File: src/rtl/core/inverse_park_space_vector_pwm_macros.svh
// Assertion macros used by the output skid of the inverse Park / SVPWM block.
`ifndef INVERSE_PARK_SPACE_VECTOR_PWM_MACROS_SVH
`define INVERSE_PARK_SPACE_VECTOR_PWM_MACROS_SVH

// Check a property at every clock edge outside reset.
`define IPSV_ASSERT_ALWAYS(label, prop, msg) \
  label: assert property (@(posedge clk) disable iff (rst) (prop)) else $error(msg);

// Check that a condition leads to a result in the next clock cycle, outside reset.
`define IPSV_ASSERT_NEXT(label, cond, result, msg) \
  label: assert property (@(posedge clk) disable iff (rst) (cond) |=> (result)) else $error(msg);

`endif

File: src/rtl/core/ipsvpwm_pkg.sv
// Shared types, constants and register indexes of the inverse Park / SVPWM block.
`default_nettype none

package ipsvpwm_pkg;

  localparam int SINE_TABLE_DEPTH_DEF = 256;
  localparam int ANGLE_BITS_DEF = 16;

  localparam int CFG_IDX_W = 2;
  localparam int CFG_DATA_W = 16;
  localparam int DUTY_W = 16;

  localparam logic [CFG_IDX_W-1:0] REG_POLE_PAIRS = 2'd0;
  localparam logic [CFG_IDX_W-1:0] REG_ANGLE_BIAS = 2'd1;
  localparam logic [CFG_IDX_W-1:0] REG_DUTY_LIMIT = 2'd2;
  localparam logic [CFG_IDX_W-1:0] REG_SWAP_BC = 2'd3;

  localparam logic [4:0] POLE_PAIRS_RST = 5'd7;
  localparam logic [15:0] ANGLE_BIAS_RST = 16'd0;
  localparam logic [15:0] DUTY_LIMIT_RST = 16'd62259;

  // alpha/beta width (Q30, up to 2^31 in magnitude)
  localparam int AB_W = 33;
  // alpha times sqrt(3) product width
  localparam int PROD_W = 64;
  // phase value width (Q31 with headroom for the sector formulas)
  localparam int PH_W = 36;

  localparam longint unsigned HALF_PI_Q30 = 64'd1686629713;
  localparam logic signed [31:0] SQRT3_Q30 = 32'sd1859775393;

  typedef struct packed {
    logic signed [15:0] volt_q;
    logic signed [15:0] volt_d;
  } dq_t;

  typedef struct packed {
    logic [DUTY_W-1:0] duty_c;
    logic [DUTY_W-1:0] duty_b;
    logic [DUTY_W-1:0] duty_a;
  } duty_set_t;

  // bit 0: phase a positive, bit 1: phase b positive, bit 2: phase c positive
  typedef enum logic [2:0] {
    SEC_ZERO = 3'd0,
    SEC_1    = 3'd1,
    SEC_2    = 3'd2,
    SEC_3    = 3'd3,
    SEC_4    = 3'd4,
    SEC_5    = 3'd5,
    SEC_6    = 3'd6,
    SEC_ALL  = 3'd7
  } sector_t;

endpackage

`default_nettype wire

File: src/rtl/core/ipsvpwm_skid.sv
// Output register with a skid entry that decouples the pipeline from the output stall.
`default_nettype none

`include "inverse_park_space_vector_pwm_macros.svh"

module ipsvpwm_skid import ipsvpwm_pkg::*; (
  input  wire logic      clk,
  input  wire logic      rst,
  input  wire logic      in_valid,
  input  wire duty_set_t in_data,
  output logic           ready,
  output logic           m_valid,
  input  wire logic      m_ready,
  output duty_set_t      m_data
);

  logic      main_valid;
  logic      spare_valid;
  duty_set_t spare_data;
  logic      push;

  assign ready = !spare_valid;
  assign push = in_valid && ready;
  assign m_valid = main_valid;

  always_ff @(posedge clk) begin
    if (rst) begin
      main_valid <= 1'b0;
      spare_valid <= 1'b0;
    end else if (!main_valid || m_ready) begin
      if (spare_valid) begin
        main_valid <= 1'b1;
        spare_valid <= 1'b0;
      end else begin
        main_valid <= push;
      end
    end else if (push) begin
      spare_valid <= 1'b1;
    end
  end

  always_ff @(posedge clk) begin
    if (!main_valid || m_ready) begin
      m_data <= spare_valid ? spare_data : in_data;
    end else if (push) begin
      spare_data <= in_data;
    end
  end

  `IPSV_ASSERT_ALWAYS(a_spare_needs_main, !spare_valid || main_valid, "skid entry without output")
  `IPSV_ASSERT_NEXT(a_stall_fills_spare, push && main_valid && !m_ready, spare_valid, "stalled transfer lost")
  `IPSV_ASSERT_NEXT(a_spare_moves_up, spare_valid && m_ready, main_valid && !spare_valid, "skid entry not drained")

endmodule

`default_nettype wire

File: config.mk
export PLATFORM = sky130hd
export DESIGN_NAME = ipsvpwm_skid
export DESIGN_NICKNAME = d
export VERILOG_FILES = /design/src/rtl/core/ipsvpwm_pkg.sv /design/src/rtl/core/ipsvpwm_skid.sv
export VERILOG_INCLUDE_DIRS = /design/src /design/src/rtl/core
export SDC_FILE = /design/constraint.sdc
export NUM_CORES = 1
export LEC_CHECK = 0
export BUFFER_PORTS_ARGS = -buffer_cell sky130_fd_sc_hd__buf_4
export CAP_MARGIN = 15
export CELL_PAD_IN_SITES_DETAIL_PLACEMENT = 0
export CELL_PAD_IN_SITES_GLOBAL_PLACEMENT = 1
export CORE_AREA = 2 2 107 109
export CTS_CLUSTER_DIAMETER = 80
export DETAILED_ROUTE_END_ITERATION = 12
export DIE_AREA = 0 0 109 111
export PLACE_DENSITY = 0.74
export SLEW_MARGIN = 10
export SYNTH_ARGS = -nofsm -noshare
export SYNTH_HDL_FRONTEND = slang
export SYNTH_SLANG_ARGS = --single-unit
File: constraint.sdc
create_clock -name clk -period 5.89 [get_ports clk]
set_clock_uncertainty 0.1 [all_clocks]
set_input_delay 0.589 -clock clk [delete_from_list [all_inputs] [get_ports clk]]
set_output_delay 0.589 -clock clk [all_outputs]
set_load 0.005 [all_outputs]
==> reports/metrics.cfg <==
[route]
firstDrtPassIters = 4
postRouteAntennaNets = 0
drt_wl_total_mm = 5.99
drc = 0
dr_total_vias = 1755
post_drt_wl_per_cell_um = 14.5
routed_via_density = 4.24
drt_iter0_drc = 53

[timing]
period_share_pct = 38.9
final_hold_viol_count = 0
min_period_ns = 2.29
slew_viol_final = 0
worstMarginPinSlew_ns = 0.950
rsz0062_at_grt = no
setup_viol = 0
setup_tns_ns = 0
relSlewSlack_pct = 36.7
max_freq_ghz = 0.436

[placed_design]
routabilityCongestion = 0.679
portBuffers = 101

[die]
dieArea_mm2 = 0.0121
die_x_um = 109
placeableCoreArea_mm2 = 0.0111
initial_core_util_pct = 34.1
num_rows = 39
die-height_um = 111
ios = 102

[global_routing]
grt_overflow = 0
first_global_vias = 1865
antenna_found_initial = 0
grt_use_total_pct = 10.5
grt_pass1_wl_mm = 9.43
grt_max_degree = 52

[critical_path]
crit_chain = inv_1, buf_4
max_stage_delay_ns = 0.97
cp.arrival_ns = 1.60
critPathLaunchType = flip-flop
worstPathRequired_ns = 5.20
cp-end-kind = output port
crit_fanout = 51
cp_slowest_cell = dfxtp_4
critPathKind = reg -> out

[clock_network]
cts_root_buffer = clkbuf_16
postCtsSetupRepairBufs = 0
cts_tree = done
ctsResizeCount = 0
cts_buffer_depth = 2
htreeDepth = 3
clock-sinks = 98
cts_buffers = 9
clk-insertion-delay-late_ns = 0.33
cts_hold_buf = 0
clkTransAtPathRegs_ns = 0.06

[run_status]
status = completed

[synthesis]
synth_edf_count = 96
synth_cells = 158
synth_area_per_cell_um2 = 23.9
yosysSeqAreaShare_pct = 77.4
synth_cell_type_count = 13
synthDominantCellAreaShare_pct = 76.3
ys_warn_count = 0
synthTopCellsByArea = edfxtp_1 76%, mux2_4 19%, buf_12 2.1%, dfxtp_1 1.1%, buf_8 0.40%
yosysMostFrequentCell = edfxtp_1
synth_common_cells = 96 x edfxtp_1, 47 x mux2_4, 4 x buf_12, 2 x dfxtp_1
synthFlopType = edfxtp_1
synthesis.area_mm2 = 0.00378
yosysTopAreaCell = edfxtp_1
synthesis.nets = 210
yosys_register_bits = 98
async_flop_share_pct = 0

[pwr]
ir_drop_v = 0.000128
power.total_mw = 1.51
power-per-cell-area_mw_per_mm2 = 306
leakage_nw = 1.93

[flow_run]
cap_violations = 0

[finish]
final_nets = 318
drive_above_1_share_pct = 62.4
antenna_cells = 0
syn_to_final_growth_pct = 30.5

[hold_path]
hold_path_class = in -> reg

## final cells by class
| class | instances | area (um2) |
|---|---|---|
| Sequential cell | 98 | 2930 |
| Multi-Input combinational cell | 53 | 752 |
| Clock inverter | 7 | 68.8 |
| Clock buffer | 9 | 225 |
| Inverter | 1 | 3.75 |
| Fill cell | 940 | 6150 |
| Timing Repair Buffer | 103 | 773 |
| Tap cell | 143 | 179 |
## registers in the layout, summed over array words and instances (netlist names)
signal,cells
m_valid,1
spare_valid,1
spare_data,48
m_data,48
## metrics by stage
step / hold WS, ns / util [%] / cells / cell area [um2] / worst slack, ns
after floorplan: 0.423 / - / 158 / 3780 / 0.292
after global placement: 0.431 / 41.8 / 398 / 4630 / 3.43
after detailed placement: 0.434 / 41.8 / 398 / 4630 / 3.38
after CTS: 0.294 / 44.5 / 414 / 4930 / 3.56
after global routing: 0.312 / 44.5 / 414 / 4930 / 3.50
final: 0.312 / 44.5 / 414 / 4930 / 3.60
## layer usage
metal,track usage (%),part of all wire [%],vias to the layer above
li1,-,-,838
met1,13.7,45,842
met2,15.2,45,66
met3,3.47,8.0,9
met4,6.15,1.9,0
met5,0,0,-
## report_power, final
part | internal (mW) | switching, mW | total, mW
Combinational | 0.0794 | 0.0377 | 0.117
Sequential | 0.805 | 0.0140 | 0.819
Clock | 0.328 | 0.244 | 0.572
## placed cells by master (no fill, tap or decap)
cell type	n
dfxtp_4	1
nor3b_2	1
nor3_1	1
inv_1	1
nor2_1	1
mux2_4	47
bufinv_16	1
nand2b_2	1
clkbuf_16	9
clkinv_2	2
clkinv_4	1
mux2_2	1
inv_6	1
dfxtp_1	1
a21oi_1	1
clkinvlp_4	1
clkinv_1	1
buf_4	103
edfxtp_1	96
## worst max-delay path, delay by kind of cell, from the launching register on
family | cells | cell delay (ns)
flip-flops | 1 | 0.97
buffers and inverters | 2 | 0.27
## path summary, 6_finish.rpt
| kind | to | slack [ns] | startpoint | depth (start not counted) |
|---|---|---|---|---|
| max | ready | 3.60 | spare_valid | 2 |
| min | spare_valid | 0.31 | rst | 2 |
| max reg2reg | spare_data[47] | 3.88 | m_valid | 4 |
| min reg2reg | m_data[36] | 0.44 | spare_data[36] | 1 |
## logic make-up after synthesis
kind of cell | after synthesis | synth area share [%]
AOI/OAI and AO/OA | 1 | 0.132
buffers and inverters | 7 | 2.91
DFF | 98 | 77.4
muxes | 48 | 19.0
and+or+nand+nor | 4 | 0.596
Note: power is estimated with default switching activity, not from simulation.
