<file path="src/rtl/core/inverse_park_space_vector_pwm_macros.svh">
// Assertion macros used by the output skid of the inverse Park / SVPWM block.
`ifndef INVERSE_PARK_SPACE_VECTOR_PWM_MACROS_SVH
`define INVERSE_PARK_SPACE_VECTOR_PWM_MACROS_SVH

// Check a property at every clock edge outside reset.
`define IPSV_ASSERT_ALWAYS(label, prop, msg) \
  label: assert property (@(posedge clk) disable iff (rst) (prop)) else $error(msg);

// Check that a condition leads to a result in the next clock cycle, outside reset.
`define IPSV_ASSERT_NEXT(label, cond, result, msg) \
  label: assert property (@(posedge clk) disable iff (rst) (cond) |=> (result)) else $error(msg);

`endif

</file>
<file path="src/rtl/core/ipsvpwm_pkg.sv">
// Shared types, constants and register indexes of the inverse Park / SVPWM block.
`default_nettype none

package ipsvpwm_pkg;

  localparam int SINE_TABLE_DEPTH_DEF = 256;
  localparam int ANGLE_BITS_DEF = 16;

  localparam int CFG_IDX_W = 2;
  localparam int CFG_DATA_W = 16;
  localparam int DUTY_W = 16;

  localparam logic [CFG_IDX_W-1:0] REG_POLE_PAIRS = 2'd0;
  localparam logic [CFG_IDX_W-1:0] REG_ANGLE_BIAS = 2'd1;
  localparam logic [CFG_IDX_W-1:0] REG_DUTY_LIMIT = 2'd2;
  localparam logic [CFG_IDX_W-1:0] REG_SWAP_BC = 2'd3;

  localparam logic [4:0] POLE_PAIRS_RST = 5'd7;
  localparam logic [15:0] ANGLE_BIAS_RST = 16'd0;
  localparam logic [15:0] DUTY_LIMIT_RST = 16'd62259;

  // alpha/beta width (Q30, up to 2^31 in magnitude)
  localparam int AB_W = 33;
  // alpha times sqrt(3) product width
  localparam int PROD_W = 64;
  // phase value width (Q31 with headroom for the sector formulas)
  localparam int PH_W = 36;

  localparam longint unsigned HALF_PI_Q30 = 64'd1686629713;
  localparam logic signed [31:0] SQRT3_Q30 = 32'sd1859775393;

  typedef struct packed {
    logic signed [15:0] volt_q;
    logic signed [15:0] volt_d;
  } dq_t;

  typedef struct packed {
    logic [DUTY_W-1:0] duty_c;
    logic [DUTY_W-1:0] duty_b;
    logic [DUTY_W-1:0] duty_a;
  } duty_set_t;

  // bit 0: phase a positive, bit 1: phase b positive, bit 2: phase c positive
  typedef enum logic [2:0] {
    SEC_ZERO = 3'd0,
    SEC_1    = 3'd1,
    SEC_2    = 3'd2,
    SEC_3    = 3'd3,
    SEC_4    = 3'd4,
    SEC_5    = 3'd5,
    SEC_6    = 3'd6,
    SEC_ALL  = 3'd7
  } sector_t;

endpackage

`default_nettype wire

</file>
<file path="src/rtl/core/ipsvpwm_rotate.sv">
// Inverse Park rotation and the sqrt(3) scaling of alpha (three stages).
`default_nettype none

module ipsvpwm_rotate import ipsvpwm_pkg::*; (
  input  wire logic                     clk,
  input  wire logic                     rst,
  input  wire logic                     advance,
  input  wire logic                     in_valid,
  input  wire logic [15:0]              sin_mag,
  input  wire logic                     sin_neg,
  input  wire logic [15:0]              cos_mag,
  input  wire logic                     cos_neg,
  input  wire dq_t                      in_dq,
  output logic                          out_valid,
  output logic signed [PROD_W-1:0]      alpha_sqrt3,
  output logic signed [AB_W-1:0]        beta
);

  logic signed [16:0]       sn;
  logic signed [16:0]       cs;
  logic signed [AB_W-1:0]   p_dc;
  logic signed [AB_W-1:0]   p_qs;
  logic signed [AB_W-1:0]   p_ds;
  logic signed [AB_W-1:0]   p_qc;
  logic signed [AB_W-1:0]   alpha;
  logic signed [AB_W-1:0]   beta_q;
  logic                     valid5;
  logic                     valid6;

  always_comb begin
    sn = sin_neg ? -$signed({1'b0, sin_mag}) : $signed({1'b0, sin_mag});
    cs = cos_neg ? -$signed({1'b0, cos_mag}) : $signed({1'b0, cos_mag});
  end

  always_ff @(posedge clk) begin
    if (rst) begin
      valid5 <= 1'b0;
      valid6 <= 1'b0;
      out_valid <= 1'b0;
    end else if (advance) begin
      valid5 <= in_valid;
      valid6 <= valid5;
      out_valid <= valid6;
    end
  end

  always_ff @(posedge clk) begin
    if (advance) begin
      p_dc <= AB_W'(in_dq.volt_d) * AB_W'(cs);
      p_qs <= AB_W'(in_dq.volt_q) * AB_W'(sn);
      p_ds <= AB_W'(in_dq.volt_d) * AB_W'(sn);
      p_qc <= AB_W'(in_dq.volt_q) * AB_W'(cs);
      alpha <= p_dc - p_qs;
      beta_q <= p_ds + p_qc;
      alpha_sqrt3 <= PROD_W'(alpha) * PROD_W'(SQRT3_Q30);
      beta <= beta_q;
    end
  end

endmodule

`default_nettype wire

</file>
<file path="config.mk">
export PLATFORM = sky130hd
export DESIGN_NAME = ipsvpwm_rotate
export DESIGN_NICKNAME = d
export VERILOG_FILES = /design/src/rtl/core/inverse_park_space_vector_pwm_macros.svh /design/src/rtl/core/ipsvpwm_pkg.sv /design/src/rtl/core/ipsvpwm_rotate.sv
export SDC_FILE = /design/constraint.sdc
export NUM_CORES = 2
export LEC_CHECK = 0
export BUFFER_PORTS_ARGS = -buffer_cell sky130_fd_sc_hd__buf_2
export CORE_AREA = 2 2 432 434
export CTS_BUF_LIST = sky130_fd_sc_hd__clkbuf_8
export CTS_CLUSTER_SIZE = 40
export DETAILED_ROUTE_END_ITERATION = 6
export DIE_AREA = 0 0 434 436
export GPL_ROUTABILITY_DRIVEN = 0
export PLACE_DENSITY = 0.67
export SETUP_SLACK_MARGIN = 0.1
export SLEW_MARGIN = 20
export SYNTH_ARGS = -nofsm -noshare
export SYNTH_HDL_FRONTEND = slang
export SYNTH_SLANG_ARGS = --single-unit
export TNS_END_PERCENT = 30
</file>
<file path="constraint.sdc">
create_clock -name clk -period 15.95 [get_ports clk]
set_clock_uncertainty 0.05 [all_clocks]
set_input_delay 1.595 -clock clk [delete_from_list [all_inputs] [get_ports clk]]
set_output_delay 1.595 -clock clk [all_outputs]
set_load 0.02 [all_outputs]
</file>
==> implementation parameters <==
Parameter                              Value

Hold path
  Path type of the worst min-delay path    reg2reg
  Worst hold path cell count    0

Yosys
  EDFF count, synth    295
  Async set-or-reset flop fraction in the synthesized netlist    0%
  Combined area of all synthesized cells    73500 sq um
  Distinct cell type count of the synthesized netlist    74
  Number of cells produced by synthesis    7444
  Most frequent cell after synthesis    sky130_fd_sc_hd__inv_1
  Dominant cells by area after synthesis    sky130_fd_sc_hd__fa_1, sky130_fd_sc_hd__ha_1, sky130_fd_sc_hd__edfxtp_1, sky130_fd_sc_hd__inv_1, sky130_fd_sc_hd__and2_1
  Synth Net Count    9867
  Sequential-to-total area share from yosys stat    12.1%
  Per-instance average area after synthesis    9.87 sq um
  Number of storage elements in the synthesis netlist    298
  YS warnings    0
  Fraction of synthesized cell area taken by the top area cell type    44.4%
  Dominant cell type by area after synthesis    sky130_fd_sc_hd__fa_1
  List of most frequent post-synthesis cells    sky130_fd_sc_hd__inv_1, sky130_fd_sc_hd__fa_1, sky130_fd_sc_hd__ha_1
  Top flip-flop cell by instance count after synthesis    sky130_fd_sc_hd__edfxtp_1

Floorplan
  Row cnt    158
  Height of the chip    436 um
  Initial Utilization    39.8%
  Horizontal die dimension    434 um
  Die outline area    189000 sq um
  Floorplan Core Area    185000 sq um
  I/O pin total    168

Place
  Placed Cells    9924
  Placement Cell Area    77300 sq um
  Port Buffers    167
  Pre-CTS worst setup slack    5.26 ns
  Final HPWL DP    151000 um

CTS
  Post-CTS clock slew at the launch and capture registers of the worst setup and hold paths    0.07 ns
  Deepest clock path buffer count    3
  Cts repair resizes    0
  Setup fix buffers added after clock tree synthesis    0
  Maximum level of the CTS H-tree    2
  Clock sink count    298
  Clk Latency, worst-skew pair    0.78 ns
  Number of buffers inserted during clock tree synthesis    57
  Master cell of the clock root buffer    sky130_fd_sc_hd__clkbuf_8
  Quantity of hold-fixing buffers added after cts    0
  Clock tree from TritonCTS    yes

Route
  Router iterations before antenna repair    5
  Routed via count divided by cell count    4.98
  Number of remaining DRC errors    0
  Aggregate routed wire length    186000 um
  Vias    50000
  Detail-routed net length per standard cell    18.5 um
  Count of nets left with antenna violations after detail routing    0
  Initial drt markers    3248

Setup path
  Buffers plus inverters on the worst setup path    7
  CP max-delay cell    sky130_fd_sc_hd__o31ai_1
  Maximum fanout count along the critical path    32
  Reg2reg path depth    22
  Setup CP Type    in2reg
  Delay of the slowest critical-path stage    0.72 ns
  Crit path DAT    10.53 ns
  Required arrival time at the worst endpoint    16.37 ns
  Capturing element type of the critical path    register
  Most repeated library cell on the critical path    sky130_fd_sc_hd__fa_1
  Cell count along the critical path    30
  Setup crit start kind    primary input
  Delay-heaviest family, CP    adder cells

STA
  Final hold vios    0
  Sum of negative setup slack    0 ns
  Worst-case setup margin in the final layout    5.85 ns
  Pin slew with the least headroom to its limit    1.12 ns
  Fmax    0.0990 GHz
  Slew headroom    25.2%
  Total of endpoints with negative setup slack in the final report    0
  Final Slew Violations    0
  Final period demand of the worst path    10.10 ns
  Unrepaired setup endpoints after global routing    false
  Final clock period utilization by the worst path    63.3%

Finish
  Filler Cells Inserted    17700
  Share of post-route cells with drive strength above 1    4.79%
  Final standard cell count with taps included and fillers excluded    10000
  Nets@finish    9926
  Sequential standard cell area    8920 sq um
  Post-layout instance area    78400 sq um
  Area delta synth->final    6.72%
  Area of combinational cells with multiple inputs    56100 sq um

Global route
  Via count of the first global-routing pass    55300
  Wire length of the first global-routing pass    300000 um
  GRT Overall Usage    20.2%
  Number of antenna violations at the first check in global routing    11
  Overflow left after global routing    0
  Maximum number of pins on one net before global-route repair    119

Status
  Outcome    completed

Flow run
  Max Cap Viol    0
[cell usage in the layout (no fill, tap or decap), types with 36 or more instances in the layout]
cell type,Yosys,layout
sky130_fd_sc_hd__buf_4,0,53
sky130_fd_sc_hd__a21oi_1,219,219
sky130_fd_sc_hd__fa_1,1632,1632
sky130_fd_sc_hd__o21bai_1,39,39
sky130_fd_sc_hd__nand3_1,47,47
sky130_fd_sc_hd__ha_1,721,721
sky130_fd_sc_hd__and2_1,489,489
sky130_fd_sc_hd__clkbuf_8,0,58
sky130_fd_sc_hd__xnor2_1,239,214
sky130_fd_sc_hd__xor2_1,57,54
sky130_fd_sc_hd__a21o_1,76,76
sky130_fd_sc_hd__buf_2,5,166
sky130_fd_sc_hd__nor3_1,36,36
sky130_fd_sc_hd__inv_1,2103,2114
sky130_fd_sc_hd__nor2_1,173,173
sky130_fd_sc_hd__nand2_1,670,670
sky130_fd_sc_hd__o21ai_0,114,112
sky130_fd_sc_hd__edfxtp_1,295,295
[sequential cells by signal, indices dropped and copies added (netlist names)]
name / cells
p_dc: 33
valid5: 1
out_valid: 1
p_qc: 33
p_qs: 33
valid6: 1
alpha: 33
beta: 33
beta_q: 33
alpha_sqrt3: 64
p_ds: 33
[layer usage]
| metal | vias up | share of wire [%] | track usage (%) |
|---|---|---|---|
| met3 | 388 | 7.1 | 3.71 |
| met5 | - | 0.029 | 0 |
| met2 | 1689 | 49 | 33.9 |
| met4 | 8 | 3.8 | 6.96 |
| met1 | 25600 | 40 | 26.2 |
| li1 | 22300 | - | - |
[cell families after synthesis]
logic type	count (synthesis)	share of synthesized area (%)
flops	298	12.1
buf+inv	2325	11.9
simple gates	1528	10.0
fa+ha+maj	2353	56.7
mux	6	0.0817
compound gates	638	5.62
xor+xnor	296	3.53
[through the flow]
stage,hold WS [ns],utilization [%]
floorplan,0.350,-
global placement,0.355,41.8
detailed placement,0.355,41.8
CTS,0.307,42.5
global route,0.298,42.5
finish,0.314,42.5
[final cells by class]
class / instances / share of cell area, %
Tap cell: 2480 / 3.96
Clock inverter: 49 / 0.483
Clock buffer: 58 / 1.02
Multi-Input combinational cell: 4821 / 71.5
Antenna cell: 5 / 0.0159
Sequential cell: 298 / 11.4
Timing Repair Buffer: 221 / 1.61
Inverter: 2104 / 10.1
[path summary, 6_finish.rpt]
kind | to | from | slack [ns]
setup reg to reg | alpha_sqrt3[60] | alpha[32] | 7.36
hold / removal | beta[17] | beta_q[17] | 0.31
hold reg to reg | beta[17] | beta_q[17] | 0.31
setup / recovery | p_ds[32] | sin_mag[0] | 5.85
Power is left out: the tool's default activity adds up to more than one toggle a clock period on the data nets, which glitch-free logic cannot reach.
