<file path="config.mk">
export PLATFORM = sky130hd
export DESIGN_NAME = ipsvpwm_svm
export DESIGN_NICKNAME = d
export VERILOG_FILES = /design/src/rtl/core/inverse_park_space_vector_pwm_macros.svh /design/src/rtl/core/ipsvpwm_pkg.sv /design/src/rtl/core/ipsvpwm_svm.sv
export SDC_FILE = /design/constraint.sdc
export NUM_CORES = 2
export LEC_CHECK = 0
export BUFFER_PORTS_ARGS = -buffer_cell sky130_fd_sc_hd__buf_2
export CAP_MARGIN = 20
export CELL_PAD_IN_SITES_DETAIL_PLACEMENT = 1
export CELL_PAD_IN_SITES_GLOBAL_PLACEMENT = 1
export CORE_MARGIN = 1
export CORE_UTILIZATION = 45
export CTS_CLUSTER_SIZE = 12
export DETAILED_ROUTE_END_ITERATION = 7
export PLACE_DENSITY = 0.8
export SKIP_LAST_GASP = 1
export SYNTH_ARGS = -nofsm -noshare
export SYNTH_HDL_FRONTEND = slang
export SYNTH_SLANG_ARGS = --single-unit
</file>
<file path="constraint.sdc">
create_clock -name clk -period 6 [get_ports clk]
set_input_delay 0.9 -clock clk [delete_from_list [all_inputs] [get_ports clk]]
set_output_delay 0.9 -clock clk [all_outputs]
set_load 0.02 [all_outputs]
</file>
<file path="src/rtl/core/inverse_park_space_vector_pwm_macros.svh">
// Assertion macros used by the output skid of the inverse Park / SVPWM block.
`ifndef INVERSE_PARK_SPACE_VECTOR_PWM_MACROS_SVH
`define INVERSE_PARK_SPACE_VECTOR_PWM_MACROS_SVH

// Check a property at every clock edge outside reset.
`define IPSV_ASSERT_ALWAYS(label, prop, msg) \
  label: assert property (@(posedge clk) disable iff (rst) (prop)) else $error(msg);

// Check that a condition leads to a result in the next clock cycle, outside reset.
`define IPSV_ASSERT_NEXT(label, cond, result, msg) \
  label: assert property (@(posedge clk) disable iff (rst) (cond) |=> (result)) else $error(msg);

`endif

</file>
<file path="src/rtl/core/ipsvpwm_pkg.sv">
// Shared types, constants and register indexes of the inverse Park / SVPWM block.
`default_nettype none

package ipsvpwm_pkg;

  localparam int SINE_TABLE_DEPTH_DEF = 256;
  localparam int ANGLE_BITS_DEF = 16;

  localparam int CFG_IDX_W = 2;
  localparam int CFG_DATA_W = 16;
  localparam int DUTY_W = 16;

  localparam logic [CFG_IDX_W-1:0] REG_POLE_PAIRS = 2'd0;
  localparam logic [CFG_IDX_W-1:0] REG_ANGLE_BIAS = 2'd1;
  localparam logic [CFG_IDX_W-1:0] REG_DUTY_LIMIT = 2'd2;
  localparam logic [CFG_IDX_W-1:0] REG_SWAP_BC = 2'd3;

  localparam logic [4:0] POLE_PAIRS_RST = 5'd7;
  localparam logic [15:0] ANGLE_BIAS_RST = 16'd0;
  localparam logic [15:0] DUTY_LIMIT_RST = 16'd62259;

  // alpha/beta width (Q30, up to 2^31 in magnitude)
  localparam int AB_W = 33;
  // alpha times sqrt(3) product width
  localparam int PROD_W = 64;
  // phase value width (Q31 with headroom for the sector formulas)
  localparam int PH_W = 36;

  localparam longint unsigned HALF_PI_Q30 = 64'd1686629713;
  localparam logic signed [31:0] SQRT3_Q30 = 32'sd1859775393;

  typedef struct packed {
    logic signed [15:0] volt_q;
    logic signed [15:0] volt_d;
  } dq_t;

  typedef struct packed {
    logic [DUTY_W-1:0] duty_c;
    logic [DUTY_W-1:0] duty_b;
    logic [DUTY_W-1:0] duty_a;
  } duty_set_t;

  // bit 0: phase a positive, bit 1: phase b positive, bit 2: phase c positive
  typedef enum logic [2:0] {
    SEC_ZERO = 3'd0,
    SEC_1    = 3'd1,
    SEC_2    = 3'd2,
    SEC_3    = 3'd3,
    SEC_4    = 3'd4,
    SEC_5    = 3'd5,
    SEC_6    = 3'd6,
    SEC_ALL  = 3'd7
  } sector_t;

endpackage

`default_nettype wire

</file>
<file path="src/rtl/core/ipsvpwm_svm.sv">
// Sector decision, sector formulas, duty offset, rounding, saturation and phase swap.
`default_nettype none

module ipsvpwm_svm import ipsvpwm_pkg::*; (
  input  wire logic                     clk,
  input  wire logic                     rst,
  input  wire logic                     advance,
  input  wire logic                     in_valid,
  input  wire logic signed [PROD_W-1:0] alpha_sqrt3,
  input  wire logic signed [AB_W-1:0]   beta,
  input  wire logic [15:0]              duty_limit,
  input  wire logic                     swap_bc,
  output logic                          out_valid,
  output duty_set_t                     out_duty
);

  localparam logic signed [PH_W-1:0] ONE_Q31 = PH_W'(64'sd2147483648);
  localparam logic signed [PH_W-1:0] PH_LSB = PH_W'(1);
  localparam logic signed [PH_W-1:0] PH_ZERO = '0;
  localparam logic signed [PH_W-1:0] ROUND_HALF = PH_W'(16384);
  localparam logic signed [PH_W-1:0] DUTY_MAX = PH_W'(65535);
  localparam logic signed [PROD_W-1:0] S_ROUND = 64'sd536870912;

  function automatic logic [DUTY_W-1:0] to_duty(
    input logic signed [PH_W-1:0] v,
    input logic signed [PH_W-1:0] off
  );
    logic signed [PH_W-1:0] t;
    t = (v - off + ROUND_HALF) >>> 15;
    if (t < PH_ZERO) begin
      return '0;
    end else if (t > DUTY_MAX) begin
      return '1;
    end
    return t[DUTY_W-1:0];
  endfunction

  logic signed [PROD_W-1:0] s_full;
  logic signed [33:0]       s_val;
  logic signed [PH_W-1:0]   b_ext;
  logic signed [PH_W-1:0]   x;
  logic signed [PH_W-1:0]   y;
  logic signed [PH_W-1:0]   z;
  logic                     valid8;
  logic                     valid9;
  sector_t                  sector;
  logic signed [PH_W-1:0]   num;
  logic signed [PH_W-1:0]   num_adj;
  logic signed [PH_W-1:0]   da_next;
  logic signed [PH_W-1:0]   db_next;
  logic signed [PH_W-1:0]   dc_next;
  logic signed [PH_W-1:0]   base;
  logic signed [PH_W-1:0]   da;
  logic signed [PH_W-1:0]   db;
  logic signed [PH_W-1:0]   dc;
  logic signed [PH_W-1:0]   ph_a;
  logic signed [PH_W-1:0]   ph_b;
  logic signed [PH_W-1:0]   ph_c;
  logic [16:0]              off_mag;
  logic signed [PH_W-1:0]   off;
  logic [DUTY_W-1:0]        duty_b;
  logic [DUTY_W-1:0]        duty_c;

  always_comb begin
    s_full = (alpha_sqrt3 + S_ROUND) >>> 30;
    s_val = $signed(s_full[33:0]);
    b_ext = PH_W'(beta);
  end

  always_comb begin
    sector = sector_t'({y < PH_ZERO, z < PH_ZERO, x > PH_ZERO});
    num = ONE_Q31;
    da_next = PH_ZERO;
    db_next = PH_ZERO;
    dc_next = PH_ZERO;
    case (sector)
      SEC_1: begin
        num = ONE_Q31 - z - y;
        da_next = z;
        dc_next = z + y;
      end
      SEC_2: begin
        num = ONE_Q31 - y + x;
        db_next = y - x;
        dc_next = y;
      end
      SEC_3: begin
        num = ONE_Q31 + z - x;
        db_next = -z;
        dc_next = x - z;
      end
      SEC_4: begin
        num = ONE_Q31 + x - z;
        da_next = z - x;
        db_next = -x;
      end
      SEC_5: begin
        num = ONE_Q31 - x + y;
        da_next = x - y;
        dc_next = x;
      end
      SEC_6: begin
        num = ONE_Q31 + y + z;
        da_next = -y;
        db_next = -y - z;
      end
      default: begin
        num = ONE_Q31;
      end
    endcase
    num_adj = (num < PH_ZERO) ? num + PH_LSB : num;
  end

  always_comb begin
    off_mag = 17'd65536 - {1'b0, duty_limit};
    off = $signed(PH_W'(off_mag) << 14);
    duty_b = to_duty(ph_b, off);
    duty_c = to_duty(ph_c, off);
    out_duty.duty_a = to_duty(ph_a, off);
    out_duty.duty_b = swap_bc ? duty_c : duty_b;
    out_duty.duty_c = swap_bc ? duty_b : duty_c;
  end

  always_ff @(posedge clk) begin
    if (rst) begin
      valid8 <= 1'b0;
      valid9 <= 1'b0;
      out_valid <= 1'b0;
    end else if (advance) begin
      valid8 <= in_valid;
      valid9 <= valid8;
      out_valid <= valid9;
    end
  end

  always_ff @(posedge clk) begin
    if (advance) begin
      x <= b_ext + b_ext;
      y <= b_ext + PH_W'(s_val);
      z <= b_ext - PH_W'(s_val);
      base <= num_adj >>> 1;
      da <= da_next;
      db <= db_next;
      dc <= dc_next;
      ph_a <= base + da;
      ph_b <= base + db;
      ph_c <= base + dc;
    end
  end

endmodule

`default_nettype wire

</file>
==> summary.txt <==
Status
  • Status: finished with violations
  • Violated checks: DRC, setup timing

Worst hold path
  • Worst Hold Class: input pin to register
  • Hold_sp: rst
  • Hold Crit Endpoint: out_valid
  • Hold depth: 2

Worst setup path
  • Critical path arrival: 5230 ps
  • Crit Reg-Reg Startpoint: y[14]
  • CP required: 5100 ps
  • Crit. End Element: output pin
  • Register-to-Register Path Depth: 17
  • Crit Path Class: input pin to output pin
  • Setup slack, reg-to-reg: 10 ps
  • FF-to-FF End: base[10]
  • Max FO, Critical Path: 16
  • Startpoint types: input pin

Logic synthesis
  • Count leader, synth: ha_1
  • Mean area per synthesized cell: 8.312 µm²
  • Top cells by area, synth: edfxtp_1, ha_1, xnor2_1, fa_1, a21oi_1
  • Cell count after synthesis: 6695
  • Prevailing post-synth register cell: edfxtp_1
  • Flops & latches, synth: 353
  • Synthesized area: 55650 µm²
  • Post-synth EDFFs: 350
  • Commonest cells post-synth: ha_1, a21oi_1, nor2_1, inv_1, xnor2_1
  • Yosys top cell area share: 18.89%
  • Async SR Flop Fraction: 0%
  • Ys Warns: 0
  • Unique masters post-synth: 120
  • Syn nets: 7735
  • Share of the yosys chip area belonging to registers: 18.99%
  • Synth area leader: edfxtp_1

Global routing
  • Largest net degree at the start of global routing: 129
  • Total track usage: 41.35%
  • Initial antenna violation count: 8
  • Vias in the first global route: 58910
  • GRT overflow: 0
  • First-pass GRT wire length: 383700 µm

Floorplan
  • Site Rows: 128
  • IO Pins: 167
  • Initial Util: 45.54%
  • DIE AREA: 125100 µm²
  • Die X: 353.7 µm
  • Die H: 353.7 µm
  • CORE AREA: 122200 µm²

Placed design
  • Placed cell area: 63000 µm²
  • Placed cell count: 8943
  • Global placer's final weighted congestion: 1.069
  • Detailed Place HPWL: 225100 µm
  • Port Buffers: 137
  • Dpl ws: -528.3 ps

Clock network
  • H-Tree Depth: 2
  • Worst skew pair latency: 650 ps
  • Clock root buffer: clkbuf_16
  • CTS tree: built
  • CTS Sinks: 353
  • Clk slew on worst S/H paths: 60 ps
  • CTS buffer count: 40
  • CTS Buffer Depth: 3
  • Cts hold-fix bufs: 0

Power
  • LEAKAGE: 28.91 nW
  • Pwr Total: 33.08 mW
  • Clock Power Share: 7.6%
  • Int Power: 15.42 mW
  • Switching Power: 17.66 mW
  • Sequential fraction of design power: 13.2%
  • Peak VDD IR: 0.9457 mV
  • Sw Share: 53.39%
  • Combinational Power Share: 79.2%
  • Power density of the placed cells: 500.8 nW/µm²

Route
  • Vias/cell: 6.394
  • DRC: 1
  • Final ANT Viol Nets: 0
  • WL per Instance: 29.79 µm
  • First-pass DRT Iterations: 8
  • DR iter-0 viols: 5756
  • Final WL: 269600 µm
  • Via count: 57870

Final layout
  • Final std cells w/o fill: 9050
  • Share of cells above drive strength 1: 16.35%
  • Core Util, Final: 54.06%
  • Area Growth Syn to Fin: 18.69%
  • Filler cell count: 14510
  • Final nets: 8435
  • Post-route cell area: 66050 µm²

Timing
  • Hold Fails Final Rpt: 0
  • Setup TNS: -1487 ps
  • Slew HR: 11.07%
  • Final setup violation count: 34
  • Final Max Tran Viols: 0
  • Tightest Pin Transition: 1331 ps
  • Worst Slack Setup Final: -127.3 ps
  • Clock skew: 37.69 ps
  • Hold WS: 465.9 ps
  • Post-layout min period: 6127 ps
  • Top achievable clock speed: 163.2 MHz
  • RSZ-0062 raised after global routing: true
  • Final period util: 102.1%

Job
  • Max_cap viols: 0
-- per-layer routing --
layer  share of wire [%]  track usage (%)  wire (µm)
met1                  41            54.52     111500
met2                  43            64.18     116100
met3                  11            12.22      31000
met4                 4.1            14.07      11020
met5               0.021                0         56
-- critical path, cell delays in order --
cell and delay, ps:
buf_2 110, buf_4 140, nor3_1 280, xor2_1 340, ha_1 320, ha_1 320, o21a_1 210, nor2_1 150
o31ai_1 100, buf_4 170, a41oi_4 250, buf_4 180, nor2b_2 190, o21ai_0 110, buf_4 170, a221o_1 340
a21oi_2 220, xnor2_2 120, buf_12 170, a41oi_1 220, buf_2 220
-- cell usage in the layout, fill, tap and decap left out, drive strengths merged, types with 29 or more instances in the layout --
cell type,Yosys,routed
or3,44,44
o21ai,407,407
nand3,162,162
fa,176,176
a211oi,65,65
inv,501,502
or2,35,35
xor2,224,224
edfxtp,350,350
o21a,77,77
nor3,164,164
a41oi,29,29
a21o,175,175
a22oi,36,36
o21bai,89,89
o31ai,35,35
nand2b,83,83
o211ai,61,61
xnor2,482,482
clkbuf,171,47
nand4,76,76
mux2i,45,45
buf,40,869
o22ai,89,89
ha,746,746
and2,36,36
nor2b,106,106
nand2,469,469
a31oi,121,121
a21oi,537,537
nor4,70,70
nor2,515,515
and3,58,58
-- cell families (layout without fill, tap and decap cells) --
| logic type | after synthesis | count (layout) | share of synthesized area [%] |
|---|---|---|---|
| other | 1 | 2 | 0.006738 |
| AO/OA/AOI/OAI | 2033 | 2033 | 23.92 |
| flip-flops | 353 | 353 | 18.99 |
| buffers and inverters | 714 | 1443 | 4.888 |
| AND/OR/NAND/NOR | 1914 | 1914 | 17.03 |
| adder cells (fa/ha/maj) | 922 | 922 | 23.10 |
| XOR/XNOR | 706 | 706 | 11.11 |
| multiplexers | 52 | 52 | 0.9510 |
-- power by group through the flow --
stage | clock network, mW | logic, mW | registers [mW]
floorplan | 0 | 13.8 | 4.15
global placement | 0 | 22.1 | 4.30
detailed placement | 0 | 22.8 | 4.35
CTS | 2.56 | 24.4 | 4.32
global route | 2.62 | 27.5 | 4.41
finish | 2.52 | 26.2 | 4.37
-- flip-flops by register name, indices dropped and copies added (netlist names), 35 cells and up --
signal,cells
ph_b,35
dc,36
ph_c,35
z,35
db,36
base,35
ph_a,35
da,36
-- layout make-up --
class / count / area [µm²] / share of cell area, %
Clock inverter: 24 / 262.8 / 0.3978
Multi-Input combinational cell: 5628 / 43560 / 65.95
Sequential cell: 353 / 10570 / 16.00
Clock buffer: 47 / 1027 / 1.555
Timing Repair Buffer: 869 / 6709 / 10.16
Inverter: 503 / 1888 / 2.858
Tap cell: 1625 / 2033 / 3.078
Antenna cell: 1 / 2.502 / 0.003788
-- worst max-delay path by stage --
stage / start / to / slack, ps
floorplan: duty_limit[0] / out_duty[47] / 50
global placement: duty_limit[3] / out_duty[47] / -450
detailed placement: duty_limit[3] / out_duty[39] / -530
CTS: duty_limit[2] / out_duty[42] / -160
global route: duty_limit[1] / out_duty[2] / -350
finish: duty_limit[1] / out_duty[2] / -130
-- timing repair --
action | in CTS | in global routing
gates resized for setup | 213 | 112
gates cloned | 3 | 0
setup buffers | 21 | 17
pin swaps | 61 | 59
endpoints found under the setup margin | 48 | 55
Power figures use the tool's default switching activity.
