### config.mk
export PLATFORM = sky130hd
export DESIGN_NAME = ipsvpwm_angle
export DESIGN_NICKNAME = d
export VERILOG_FILES = /design/src/rtl/core/inverse_park_space_vector_pwm_macros.svh /design/src/rtl/core/ipsvpwm_pkg.sv /design/src/rtl/core/ipsvpwm_angle.sv
export SDC_FILE = /design/constraint.sdc
export NUM_CORES = 1
export LEC_CHECK = 0
export ABC_AREA = 1
export BUFFER_PORTS_ARGS = -buffer_cell sky130_fd_sc_hd__buf_2
export CAP_MARGIN = 20
export CORE_ASPECT_RATIO = 2
export CORE_UTILIZATION = 57
export CTS_CLUSTER_DIAMETER = 120
export DETAILED_ROUTE_END_ITERATION = 8
export PLACE_DENSITY = 0.83
export SLEW_MARGIN = 40
export SYNTH_ARGS = -nofsm -noshare
export SYNTH_HDL_FRONTEND = slang
export SYNTH_SLANG_ARGS = --single-unit
### constraint.sdc
create_clock -name clk -period 5.5 [get_ports clk]
set_input_delay 1.1 -clock clk [delete_from_list [all_inputs] [get_ports clk]]
set_output_delay 1.1 -clock clk [all_outputs]
set_load 0.005 [all_outputs]
### src/rtl/core/inverse_park_space_vector_pwm_macros.svh
// Assertion macros used by the output skid of the inverse Park / SVPWM block.
`ifndef INVERSE_PARK_SPACE_VECTOR_PWM_MACROS_SVH
`define INVERSE_PARK_SPACE_VECTOR_PWM_MACROS_SVH

// Check a property at every clock edge outside reset.
`define IPSV_ASSERT_ALWAYS(label, prop, msg) \
  label: assert property (@(posedge clk) disable iff (rst) (prop)) else $error(msg);

// Check that a condition leads to a result in the next clock cycle, outside reset.
`define IPSV_ASSERT_NEXT(label, cond, result, msg) \
  label: assert property (@(posedge clk) disable iff (rst) (cond) |=> (result)) else $error(msg);

`endif

### src/rtl/core/ipsvpwm_pkg.sv
// Shared types, constants and register indexes of the inverse Park / SVPWM block.
`default_nettype none

package ipsvpwm_pkg;

  localparam int SINE_TABLE_DEPTH_DEF = 256;
  localparam int ANGLE_BITS_DEF = 16;

  localparam int CFG_IDX_W = 2;
  localparam int CFG_DATA_W = 16;
  localparam int DUTY_W = 16;

  localparam logic [CFG_IDX_W-1:0] REG_POLE_PAIRS = 2'd0;
  localparam logic [CFG_IDX_W-1:0] REG_ANGLE_BIAS = 2'd1;
  localparam logic [CFG_IDX_W-1:0] REG_DUTY_LIMIT = 2'd2;
  localparam logic [CFG_IDX_W-1:0] REG_SWAP_BC = 2'd3;

  localparam logic [4:0] POLE_PAIRS_RST = 5'd7;
  localparam logic [15:0] ANGLE_BIAS_RST = 16'd0;
  localparam logic [15:0] DUTY_LIMIT_RST = 16'd62259;

  // alpha/beta width (Q30, up to 2^31 in magnitude)
  localparam int AB_W = 33;
  // alpha times sqrt(3) product width
  localparam int PROD_W = 64;
  // phase value width (Q31 with headroom for the sector formulas)
  localparam int PH_W = 36;

  localparam longint unsigned HALF_PI_Q30 = 64'd1686629713;
  localparam logic signed [31:0] SQRT3_Q30 = 32'sd1859775393;

  typedef struct packed {
    logic signed [15:0] volt_q;
    logic signed [15:0] volt_d;
  } dq_t;

  typedef struct packed {
    logic [DUTY_W-1:0] duty_c;
    logic [DUTY_W-1:0] duty_b;
    logic [DUTY_W-1:0] duty_a;
  } duty_set_t;

  // bit 0: phase a positive, bit 1: phase b positive, bit 2: phase c positive
  typedef enum logic [2:0] {
    SEC_ZERO = 3'd0,
    SEC_1    = 3'd1,
    SEC_2    = 3'd2,
    SEC_3    = 3'd3,
    SEC_4    = 3'd4,
    SEC_5    = 3'd5,
    SEC_6    = 3'd6,
    SEC_ALL  = 3'd7
  } sector_t;

endpackage

`default_nettype wire

### src/rtl/core/ipsvpwm_angle.sv
// Electrical angle, table index and quadrant folding for sine and cosine (three stages).
`default_nettype none

module ipsvpwm_angle import ipsvpwm_pkg::*; #(
  parameter int SINE_TABLE_DEPTH = SINE_TABLE_DEPTH_DEF,
  parameter int ANGLE_BITS = ANGLE_BITS_DEF
) (
  input  wire logic                                  clk,
  input  wire logic                                  rst,
  input  wire logic                                  advance,
  input  wire logic                                  in_valid,
  input  wire logic [15:0]                           mech_angle,
  input  wire dq_t                                   in_dq,
  input  wire logic [4:0]                            pole_pairs,
  input  wire logic [15:0]                           angle_bias,
  output logic                                       out_valid,
  output logic [$clog2(SINE_TABLE_DEPTH+1)-1:0]      sin_addr,
  output logic                                       sin_neg,
  output logic [$clog2(SINE_TABLE_DEPTH+1)-1:0]      cos_addr,
  output logic                                       cos_neg,
  output dq_t                                        out_dq
);

  localparam int AB = ANGLE_BITS;
  localparam int TURN = 4 * SINE_TABLE_DEPTH;
  localparam int IW = $clog2(TURN);
  localparam int AW = $clog2(SINE_TABLE_DEPTH + 1);
  localparam int MW = (AB > 16) ? AB : 16;
  localparam int UP = (AB >= 16) ? AB - 16 : 0;
  localparam int DN = (AB < 16) ? 16 - AB : 0;

  function automatic logic [AW:0] fold(input logic [IW-1:0] i);
    logic [1:0]    quad;
    logic [IW-1:0] k;
    logic [AW-1:0] addr;
    if (i >= IW'(3 * SINE_TABLE_DEPTH)) begin
      quad = 2'd3;
      k = i - IW'(3 * SINE_TABLE_DEPTH);
    end else if (i >= IW'(2 * SINE_TABLE_DEPTH)) begin
      quad = 2'd2;
      k = i - IW'(2 * SINE_TABLE_DEPTH);
    end else if (i >= IW'(SINE_TABLE_DEPTH)) begin
      quad = 2'd1;
      k = i - IW'(SINE_TABLE_DEPTH);
    end else begin
      quad = 2'd0;
      k = i;
    end
    addr = quad[0] ? AW'(IW'(SINE_TABLE_DEPTH) - k) : AW'(k);
    return {quad[1], addr};
  endfunction

  logic [MW-1:0]   mech_w;
  logic [MW-1:0]   bias_w;
  logic [AB+4:0]   elec_prod;
  logic [AB-1:0]   elec_next;
  logic [AB-1:0]   elec;
  logic [AB+IW-1:0] idx_prod;
  logic [IW-1:0]   idx;
  logic [IW:0]     cos_idx_w;
  logic [IW-1:0]   cos_idx;
  logic [AW:0]     sin_fold;
  logic [AW:0]     cos_fold;
  logic            valid1;
  logic            valid2;
  dq_t             dq1;
  dq_t             dq2;

  always_comb begin
    mech_w = (MW'(mech_angle) << UP) >> DN;
    bias_w = (MW'(angle_bias) << UP) >> DN;
    elec_prod = (AB+5)'(mech_w[AB-1:0]) * (AB+5)'(pole_pairs);
    elec_next = elec_prod[AB-1:0] - bias_w[AB-1:0];
    idx_prod = (AB+IW)'(elec) * (AB+IW)'(TURN);
    cos_idx_w = {1'b0, idx} + (IW+1)'(SINE_TABLE_DEPTH);
    if (cos_idx_w >= (IW+1)'(TURN)) begin
      cos_idx_w = cos_idx_w - (IW+1)'(TURN);
    end
    cos_idx = cos_idx_w[IW-1:0];
    sin_fold = fold(idx);
    cos_fold = fold(cos_idx);
  end

  always_ff @(posedge clk) begin
    if (rst) begin
      valid1 <= 1'b0;
      valid2 <= 1'b0;
      out_valid <= 1'b0;
    end else if (advance) begin
      valid1 <= in_valid;
      valid2 <= valid1;
      out_valid <= valid2;
    end
  end

  always_ff @(posedge clk) begin
    if (advance) begin
      elec <= elec_next;
      dq1 <= in_dq;
      idx <= idx_prod[AB+IW-1:AB];
      dq2 <= dq1;
      sin_addr <= sin_fold[AW-1:0];
      sin_neg <= sin_fold[AW];
      cos_addr <= cos_fold[AW-1:0];
      cos_neg <= cos_fold[AW];
      out_dq <= dq2;
    end
  end

endmodule

`default_nettype wire

==> results of run 1 <==
power by group:
part | internal, mW | switching (mW) | total (mW)
registers | 1.39 | 0.0627 | 1.45
logic | 0.393 | 0.713 | 1.11
clock network | 0.804 | 0.413 | 1.22
flip-flops by register name (all words and copies together) (netlist names):
signal / count
dq1: 32
dq2: 32
out_dq: 32
elec: 10
idx: 10
sin_addr: 9
cos_addr: 8
cos_neg: 1
out_valid: 1
sin_neg: 1
valid1: 1
valid2: 1
worst reg2reg max path, stage by stage, from the launching register on:
cell and delay [ns]:
edfxtp_1 0.45, inv_1 0.14, ha_1 0.27, nor2_1 0.51, inv_1 0.23, nand3_1 0.16
o21ai_0 0.11
cell usage in the layout, fill, tap and decap left out:
cell / instances
a211o_1: 1
a21o_1: 1
a21oi_1: 13
buf_2: 124
buf_4: 3
clkbuf_1: 2
clkbuf_16: 25
clkinv_1: 4
clkinv_2: 2
dfxtp_1: 3
diode_2: 2
edfxtp_1: 135
fa_1: 49
ha_1: 23
inv_1: 164
inv_2: 2
nand2_1: 162
nand2_2: 5
nand3_1: 20
nand3_2: 3
nand3b_1: 1
nand4_1: 7
nor2_1: 12
nor3_1: 2
nor3_2: 2
nor3b_2: 1
o21a_1: 1
o21ai_0: 23
o31ai_1: 1
or2_1: 1
xor2_1: 8
path summary, 6_finish.rpt:
kind                     start                     to  slack [ns]
max              pole_pairs[3]     elec[15]$_DFFE_PP_        1.27
min          dq1[25]$_DFFE_PP_      dq2[25]$_DFFE_PP_        0.41
max reg2reg   idx[8]$_DFFE_PP_  cos_addr[7]$_DFFE_PP_        3.37
min reg2reg  dq1[25]$_DFFE_PP_      dq2[25]$_DFFE_PP_        0.41
per-stage QoR:
stage               cell area (um2)  instances  hold slack, ns  power [mW]  utilization
global placement               8030        915           0.401        2.46        0.655
floorplan                      7250        650           0.400        2.20            -
finish                         8690        949           0.411        3.78        0.709
detailed placement             8030        915           0.405        2.55        0.655
CTS                            8690        947           0.414        3.78        0.708
global route                   8690        949           0.416        4.02        0.709
final cells by class:
class | instances | area (um2)
Sequential cell | 138 | 4110
Clock inverter | 5 | 21.3
Inverter | 167 | 627
Fill cell | 871 | 3570
Timing Repair Buffer | 127 | 643
Tap cell | 147 | 184
Multi-Input combinational cell | 336 | 2460
Antenna cell | 2 | 5.00
Clock buffer | 27 | 633
kinds of logic (layout without fill, tap and decap cells):
group                    after synthesis  in the layout  synth area share
AND/OR/NAND/NOR                      216            216             0.126
buffers and inverters                176            326            0.0922
flip-flops                           138            138             0.568
adder cells (fa/ha/maj)               72             72             0.175
AO/OA/AOI/OAI                         40             40            0.0292
XOR/XNOR                               8              8           0.00967
other                                  0              2                 0
routing by layer:
| layer | global-route usage | wire, um | vias up |
|---|---|---|---|
| met5 | 0 | 0 | - |
| met4 | 0.148 | 705 | 0 |
| met3 | 0.0469 | 577 | 51 |
| met2 | 0.486 | 9100 | 195 |
| met1 | 0.222 | 4690 | 2326 |
| li1 | - | - | 2319 |
==> out/results.txt, run 1 <==
Synth Flop Type -> edfxtp_1
Yosys top cell by area -> edfxtp_1
Most common cell in the netlist -> inv_1
Buf/Inv on CP -> 5
Net Count, Synth -> 795
Die span in y -> 161 um
Max Cap Violations -> 0
Area grow syn2layout -> 19.9%
Peak Freq -> 236 MHz
CP delay by family, top -> adder cells
Critical path fanouts, max -> 14
Tightest Pin Transition -> 0.728 ns
Worst-path clk slew -> 0.05 ns
Clk Latency, worst-skew pair -> 0.46 ns
Clk_skew -> 0.0121 ns
Final Setup Violations -> 0
Cts repair resizes -> 0
Critical path endpoint category -> flip-flop
Sequential area share after synthesis -> 0.568
CP Class -> primary input to flip-flop
Worst setup SP type -> primary input
Cell count after synthesis -> 650
Final wirelength -> 15100 um
Initial antenna violation count -> 1
Routability cong. -> 1.02
Routed len/inst -> 15.9 um
Slowest stage cell, crit path -> fa_1
Most frequent cells after synthesis -> 164 x inv_1, 162 x nand2_1, 135 x edfxtp_1
Core ar. -> 12300 um2
Crit. path cell count -> 18
Tcrit/Tclk final -> 0.770
Syn Area/Cell -> 11.1 um2
Async set-reset flop share out of synthesis -> 0
Slew margin rel. -> 0.515
Tot GR Track Use -> 0.251
CTS tree -> yes
Most frequent CP cell -> nand2_1
Worst path cell trace -> buf_2, nand2_1, inv_1, fa_1, fa_1, inv_1, fa_1, inv_1, ha_1, nand2_1, nor2_1, nand4_1, nand2_1, nand2_1, nand2_1, inv_1, nand2_1, nand2_1
Post-synth EDFFs -> 135
Maximum single-stage delay on the critical path -> 0.58 ns
Hold Path Depth -> 0
Data required, critical path -> 5.70 ns
#FFs+latches synth -> 138
Vias per std cell -> 5.15
Postcts setup bufs -> 0
Routed Antenna Nets -> 0
Number of synthesis warnings -> 0
Io pins -> 126
Deepest clock path buffer count -> 3
Rows -> 57
Vias after detailed routing -> 4891
DRT iter0 DRCs -> 259
TNS Setup -> 0 ns
Hold Violations, Final -> 0
Netlist Area Pre-Place -> 7250 um2
Port bufs -> 125
Grt total ovfl -> 0
RSZ-0062 raised after global routing -> no
Power per cell area -> 434 nW/um2
Fin. max-slew vios -> 0
Min Tclk post-route -> 4.23 ns
DRC -> 0
Nets@finish -> 940
Clk Tree Root Cell -> clkbuf_16
Status -> finished clean
Leak pwr -> 4.30 nW
Sink Count -> 138
Distinct cell type count after synthesis -> 27
1st-pass router iterations -> 6
First-pass GRT wire length -> 24200 um
Share of the synthesized area in the top cell type -> 0.559
H-tree depth -> 4
Min-Delay Path Class -> flip-flop to flip-flop
R2r worst-path depth -> 6
Die X -> 81.7 um
Largest net degree at the start of global routing -> 59
Die area -> 13200 um2
Total CTS buffers -> 25
Initial Utilization -> 0.591
Vias in the first global route -> 5244
DP Worst Slack -> 0.889 ns
Top cells by area, synth -> edfxtp_1 56%, fa_1 14%, inv_1 8.5%
Share of layout cells above drive strength 1 -> 0.209
Max VDD drop -> 0.346 mV
Final worst slack -> 1.27 ns
Post-detail-place hpwl -> 11200 um
CP arrival -> 4.44 ns
Hold Buf Count CTS -> 0
Note: power is estimated with default switching activity, not from simulation.
==> run 2, diff against run 1 <==
--- a/config.mk
+++ b/config.mk
@@ -5,14 +5,14 @@
 export SDC_FILE = /design/constraint.sdc
 export NUM_CORES = 1
 export LEC_CHECK = 0
-export ABC_AREA = 1
+export ABC_AREA = 0
 export BUFFER_PORTS_ARGS = -buffer_cell sky130_fd_sc_hd__buf_2
 export CAP_MARGIN = 20
 export CORE_ASPECT_RATIO = 2
-export CORE_UTILIZATION = 57
+export CORE_UTILIZATION = 56
 export CTS_CLUSTER_DIAMETER = 120
 export DETAILED_ROUTE_END_ITERATION = 8
-export PLACE_DENSITY = 0.83
+export PLACE_DENSITY = 0.82
 export SLEW_MARGIN = 40
 export SYNTH_ARGS = -nofsm -noshare
 export SYNTH_HDL_FRONTEND = slang
==> constraint.sdc (replaced) <==
create_clock -name clk -period 4.31 [get_ports clk]
set_input_delay 0.862 -clock clk [delete_from_list [all_inputs] [get_ports clk]]
set_output_delay 0.862 -clock clk [all_outputs]
set_load 0.005 [all_outputs]
==> run 2 against run 1 <==
Setup slack got worse by 1.0 ns. Clock skew decreased by 0.0067 ns. Clock-buffer cell count fell by 9. Area after synthesis fell by 4.4%. Critical path type unchanged. Global-route usage fell by 2.1 points. Cell count shrank 13%. Sequential power grew 30%. Flip-flop and latch count is the same. Critical path depth fell by 4. Total power rose by 25%. Die area down 2.6%.
==> out/results.txt, run 2 <==
R2r worst-path depth -> 7
Netlist Area Pre-Place -> 6930 um2
CP arrival -> 4.24 ns
Worst r2r src -> idx[1]$_DFFE_PP_
R2r endpoint -> cos_addr[8]$_DFFE_PP_
Rows -> 57
Top cells by area, synth -> edfxtp_1 58%, fa_1 14%, and2_1 4.4%
Deepest clock path buffer count -> 2
Maximum single-stage delay on the critical path -> 0.56 ns
First-pass GRT wire length -> 21500 um
Vias after detailed routing -> 4225
Max Cap Violations -> 0
Placed Area -> 8040 um2
Hold Violations, Final -> 0
Fin. max-slew vios -> 0
Sequential area share after synthesis -> 0.594
Final wirelength -> 13200 um
H-tree depth -> 4
Share of layout cells above drive strength 1 -> 0.311
Origin of the worst min-delay path -> dq1[3]$_DFFE_PP_
Die area -> 12900 um2
Adder-cell share of the synthesized area -> 0.183
Largest net degree at the start of global routing -> 71
Power per cell area -> 547 nW/um2
RSZ-0062 raised after global routing -> no
Routed len/inst -> 16.1 um
Syn Area/Cell -> 14.3 um2
Port bufs -> 125
#FFs+latches synth -> 138
Async set-reset flop share out of synthesis -> 0
CTS tree -> yes
Die span in y -> 159 um
Leak pwr -> 3.75 nW
Distinct cell type count after synthesis -> 44
Post-synth EDFFs -> 135
Setup slack, reg-to-reg -> 2.09 ns
Clk_skew -> 0.00540 ns
Net Count, Synth -> 628
Nets@finish -> 804
Post-detail-place hpwl -> 10200 um
Worst setup SP type -> primary input
Post-Place Cells -> 787
Hold Path Depth -> 0
Synth Area in Simple Gates -> 0.0930
Worst-path clk slew -> 0.06 ns
Postcts setup bufs -> 0
Most frequent cells after synthesis -> 135 x edfxtp_1, 77 x inv_1, 49 x and2_1, 49 x fa_1, 31 x nand2_1
Min Tclk post-route -> 4.09 ns
Clk Tree Root Cell -> clkbuf_16
Slowest stage cell, crit path -> fa_1
DRC -> 0
Routed Antenna Nets -> 0
Cell count after synthesis -> 483
Most common cell in the netlist -> edfxtp_1
Sink Count -> 138
Vias per std cell -> 5.14
XOR/XNOR Fraction of Synth Area -> 0.0392
DRT iter0 DRCs -> 163
Post-synthesis compound-gate area fraction -> 0.0370
DP Worst Slack -> -0.208 ns
Peak Freq -> 245 MHz
Multiplexer share of the synthesized area -> 0.00740
Io pins -> 126
WHS -> 0.417 ns
Slew margin rel. -> 0.583
Synth Flop Type -> edfxtp_1
Core ar. -> 12100 um2
Most frequent CP cell -> fa_1
Critical path fanouts, max -> 9
Tightest Pin Transition -> 0.625 ns
Max VDD drop -> 0.481 mV
Total CTS buffers -> 17
Clk Latency, worst-skew pair -> 0.41 ns
Initial Utilization -> 0.572
Regs by FF count -> dq1 (32), dq2 (32), out_dq (32)
Die X -> 80.7 um
Routability cong. -> 0.879
Finished Cell Area -> 8600 um2
Cts repair resizes -> 0
Min-Delay Path Class -> flip-flop to flip-flop
Tcrit/Tclk final -> 0.949
Commonest non-fill, non-tap cell in the layout -> edfxtp_1
Initial antenna violation count -> 4
Grt total ovfl -> 0
Largest family of logic cells by synthesized area -> adder cells
Final worst slack -> 0.221 ns
Hold path endpoint -> dq2[3]$_DFFE_PP_
Final Setup Violations -> 0
Tot GR Track Use -> 0.231
Number of synthesis warnings -> 0
Worst path cell trace -> buf_2, buf_4, and2_1, fa_1, inv_1, fa_1, fa_1, inv_1, ha_1, and3_1, and2_1, a22o_1, a311oi_2, xnor2_1
Status -> finished clean
Yosys top cell by area -> edfxtp_1
Fill count -> 830
Vias in the first global route -> 4740
Hold Buf Count CTS -> 0
Final std cells w/o fill -> 822
CP Class -> primary input to flip-flop
Data required, critical path -> 4.46 ns
Area grow syn2layout -> 24.2%
Share of the synthesized area in the top cell type -> 0.585
1st-pass router iterations -> 4
Critical path endpoint category -> flip-flop
Most frequent cells in the layout -> 135 x edfxtp_1, 124 x buf_2, 77 x inv_1
## run 2: cell count changes after synthesis, moves of 7 or more
cell and change:
nor2_1 +7, o21ai_0 -16, xor2_1 +10, and2_1 +49, nand4_1 -7, nand2_1 -131
nand3_1 -19, inv_1 -87, xnor2_1 +13
## run 2: power by group
group | internal (mW) | total (mW) | switching [mW] | leakage, nW
Clock | 0.758 | 1.34 | 0.579 | 0.265
Combinational | 0.720 | 1.49 | 0.767 | 2.14
Sequential | 1.79 | 1.88 | 0.0883 | 1.35
## run 2: cell type report
type,count,area (um2),area share
clock inverters,14,126,0.0147
diodes,3,7.51,0.000872
multi-input cells,260,2520,0.293
repair buffers,165,932,0.108
well taps,147,184,0.0214
flip-flops and latches,138,4110,0.478
inverters,77,289,0.0336
clock buffers,18,429,0.0499
## run 2: critical path: cells and delay by family
| family | cells | cell delay [ns] |
|---|---|---|
| buffers and inverters | 4 | 0.42 |
| AOI/OAI and AO/OA | 2 | 0.46 |
| and+or+nand+nor | 3 | 0.53 |
| xor gates and xnor gates | 1 | 0.09 |
| adders and majority gates | 4 | 1.88 |
## run 2: kinds of logic after synthesis
logic type,count (synthesis)
flops,138
simple gates,118
buf+inv,85
fa+ha+maj,72
compound gates,34
xor+xnor,31
mux,5
## run 2: per-layer routing
layer | share of wire | vias up | global-route usage
li1 | - | 1979 | -
met2 | 0.62 | 130 | 0.450
met5 | 0 | - | 0
met1 | 0.30 | 2081 | 0.198
met4 | 0.043 | 0 | 0.133
met3 | 0.037 | 35 | 0.0516
## run 2: stage by stage
step	util	power (mW)	setup TNS, ns
after floorplan	-	2.81	-0.00307
after CTS	0.709	4.75	0
final	0.710	4.70	0
after global placement	0.663	3.30	-0.590
after detailed placement	0.663	3.40	-1.30
after global routing	0.710	4.99	0
## run 2: worst max path at each step
stage	start	end	slack, ns	cells after the start
floorplan	pole_pairs[2]	elec[14]$_DFFE_PP_	-0.003	14
global placement	pole_pairs[4]	elec[11]$_DFFE_PP_	-0.13	12
detailed placement	pole_pairs[2]	elec[15]$_DFFE_PP_	-0.21	14
CTS	pole_pairs[2]	elec[15]$_DFFE_PP_	0.22	14
global route	pole_pairs[4]	elec[15]$_DFFE_PP_	0.06	13
finish	pole_pairs[2]	elec[15]$_DFFE_PP_	0.22	14
==> run 3, diff against run 2 <==
--- a/config.mk
+++ b/config.mk
@@ -8,8 +8,10 @@
 export ABC_AREA = 0
 export BUFFER_PORTS_ARGS = -buffer_cell sky130_fd_sc_hd__buf_2
 export CAP_MARGIN = 20
+export CELL_PAD_IN_SITES_DETAIL_PLACEMENT = 1
+export CELL_PAD_IN_SITES_GLOBAL_PLACEMENT = 2
 export CORE_ASPECT_RATIO = 2
-export CORE_UTILIZATION = 56
+export CORE_UTILIZATION = 39
 export CTS_CLUSTER_DIAMETER = 120
 export DETAILED_ROUTE_END_ITERATION = 8
 export PLACE_DENSITY = 0.82
==> run 3 against run 2 <==
Global-route usage fell by 6.4 points. Non-clock buffer count fell by 2. Highest routed layer unchanged. Design area rose by 2.6%. Largest power group unchanged. Critical endpoint unchanged.
==> out/results.txt, run 3 (synthesis results as in run 2) <==
Status -> finished clean
Routed Antenna Nets -> 0
Commonest non-fill, non-tap cell in the layout -> edfxtp_1
Tot GR Track Use -> 0.166
Die X -> 96.3 um
Final wirelength -> 14400 um
CTS tree -> yes
Hold Buf Count CTS -> 0
CP arrival -> 4.28 ns
1st-pass router iterations -> 5
DRT iter0 DRCs -> 173
Routed len/inst -> 16.3 um
CP Class -> primary input to flip-flop
Final Setup Violations -> 0
Clk Tree Root Cell -> clkbuf_16
H-tree depth -> 4
DP Worst Slack -> -0.254 ns
Routability cong. -> 0.788
Slew margin rel. -> 0.477
Data required, critical path -> 4.50 ns
Clk Latency, worst-skew pair -> 0.46 ns
Vias in the first global route -> 4807
Most frequent cells in the layout -> 135 x edfxtp_1, 124 x buf_2, 77 x inv_1
Sink Count -> 138
Total CTS buffers -> 25
Max Used Layer -> met4
Clk_skew -> 0.0140 ns
Core ar. -> 17400 um2
Vias per std cell -> 4.79
Placed Area -> 8140 um2
Vias after detailed routing -> 4228
Rows -> 68
RSZ-0062 raised after global routing -> no
Final std cells w/o fill -> 883
Final worst slack -> 0.219 ns
Initial antenna violation count -> 2
Max VDD drop -> 0.237 mV
Postcts setup bufs -> 0
WHS -> 0.411 ns
Min-Delay Path Class -> flip-flop to flip-flop
Regs by FF count -> dq1 (32), dq2 (32), out_dq (32)
Deepest clock path buffer count -> 3
Tightest Pin Transition -> 0.784 ns
Final Util -> 0.509
Worst-path clk slew -> 0.05 ns
Met3 wire length -> 389 um
Post-Place Cells -> 848
Critical path fanouts, max -> 10
Met1 wire length -> 4430 um
Power per cell area -> 574 nW/um2
Io pins -> 126
Leak pwr -> 3.83 nW
Grt total ovfl -> 0
TNS Setup -> 0 ns
Power Total -> 5.07 mW
Max Cap Violations -> 0
Hold Violations, Final -> 0
Share of layout cells above drive strength 1 -> 0.306
Post-detail-place hpwl -> 11300 um
Tcrit/Tclk final -> 0.949
Worst setup SP type -> primary input
Area grow syn2layout -> 27.4%
Nets@finish -> 810
Die area -> 18300 um2
First-pass GRT wire length -> 22700 um
Finished Cell Area -> 8830 um2
Initial Utilization -> 0.399
Cts repair resizes -> 0
Critical path endpoint category -> flip-flop
Min Tclk post-route -> 4.09 ns
DRC -> 0
Peak Freq -> 244 MHz
Port bufs -> 125
Die span in y -> 191 um
Met2 Routed Length -> 8930 um
Largest net degree at the start of global routing -> 76
Fin. max-slew vios -> 0
[run 3: cell types whose count changed in the layout (fill, tap and decap cells not counted), sizes merged]
cell | before | now
bufinv | 0 | 1
diode | 3 | 2
clkinv | 2 | 6
inv | 86 | 77
buf | 165 | 163
clkinvlp | 3 | 0
clkbuf | 18 | 26
[run 3: layer usage]
layer	vias to the layer above	global-route usage
met5	-	0
met4	0	0.0901
met3	42	0.0231
met2	119	0.344
met1	2093	0.139
li1	1974	-
[run 3: path summary, 6_finish.rpt]
kind | to | from | depth (start not counted) | slack, ns
setup / recovery | elec[15]$_DFFE_PP_ | pole_pairs[2] | 14 | 0.22
hold / removal | idx[4]$_DFFE_PP_ | elec[10]$_DFFE_PP_ | 0 | 0.41
setup reg to reg | cos_addr[8]$_DFFE_PP_ | idx[0]$_DFFE_PP_ | 7 | 2.11
hold reg to reg | idx[4]$_DFFE_PP_ | elec[10]$_DFFE_PP_ | 0 | 0.41
[run 3: final cells by class]
cell class,count,area (um2)
Fill cell,1808,8530
Sequential cell,138,4110
Multi-Input combinational cell,260,2520
Timing Repair Buffer,163,951
Clock buffer,26,629
Inverter,77,289
Tap cell,210,263
Clock inverter,7,56.3
Antenna cell,2,5.00
[run 3: where the power goes]
group | switching, mW | internal (mW) | total [mW]
registers | 0.0852 | 1.79 | 1.88
logic | 0.803 | 0.762 | 1.57
clock network | 0.540 | 1.09 | 1.63
total | 1.43 | 3.64 | 5.07
[run 3: worst max-delay path, cell delays in order]
cell and delay (ns):
buf_2 0.15, buf_4 0.16, and2_1 0.16, fa_1 0.55, inv_1 0.05, fa_1 0.46, fa_1 0.55, inv_1 0.04
ha_1 0.32, and3_1 0.22, and2_1 0.16, a22o_1 0.20, a311oi_2 0.30, xnor2_1 0.09
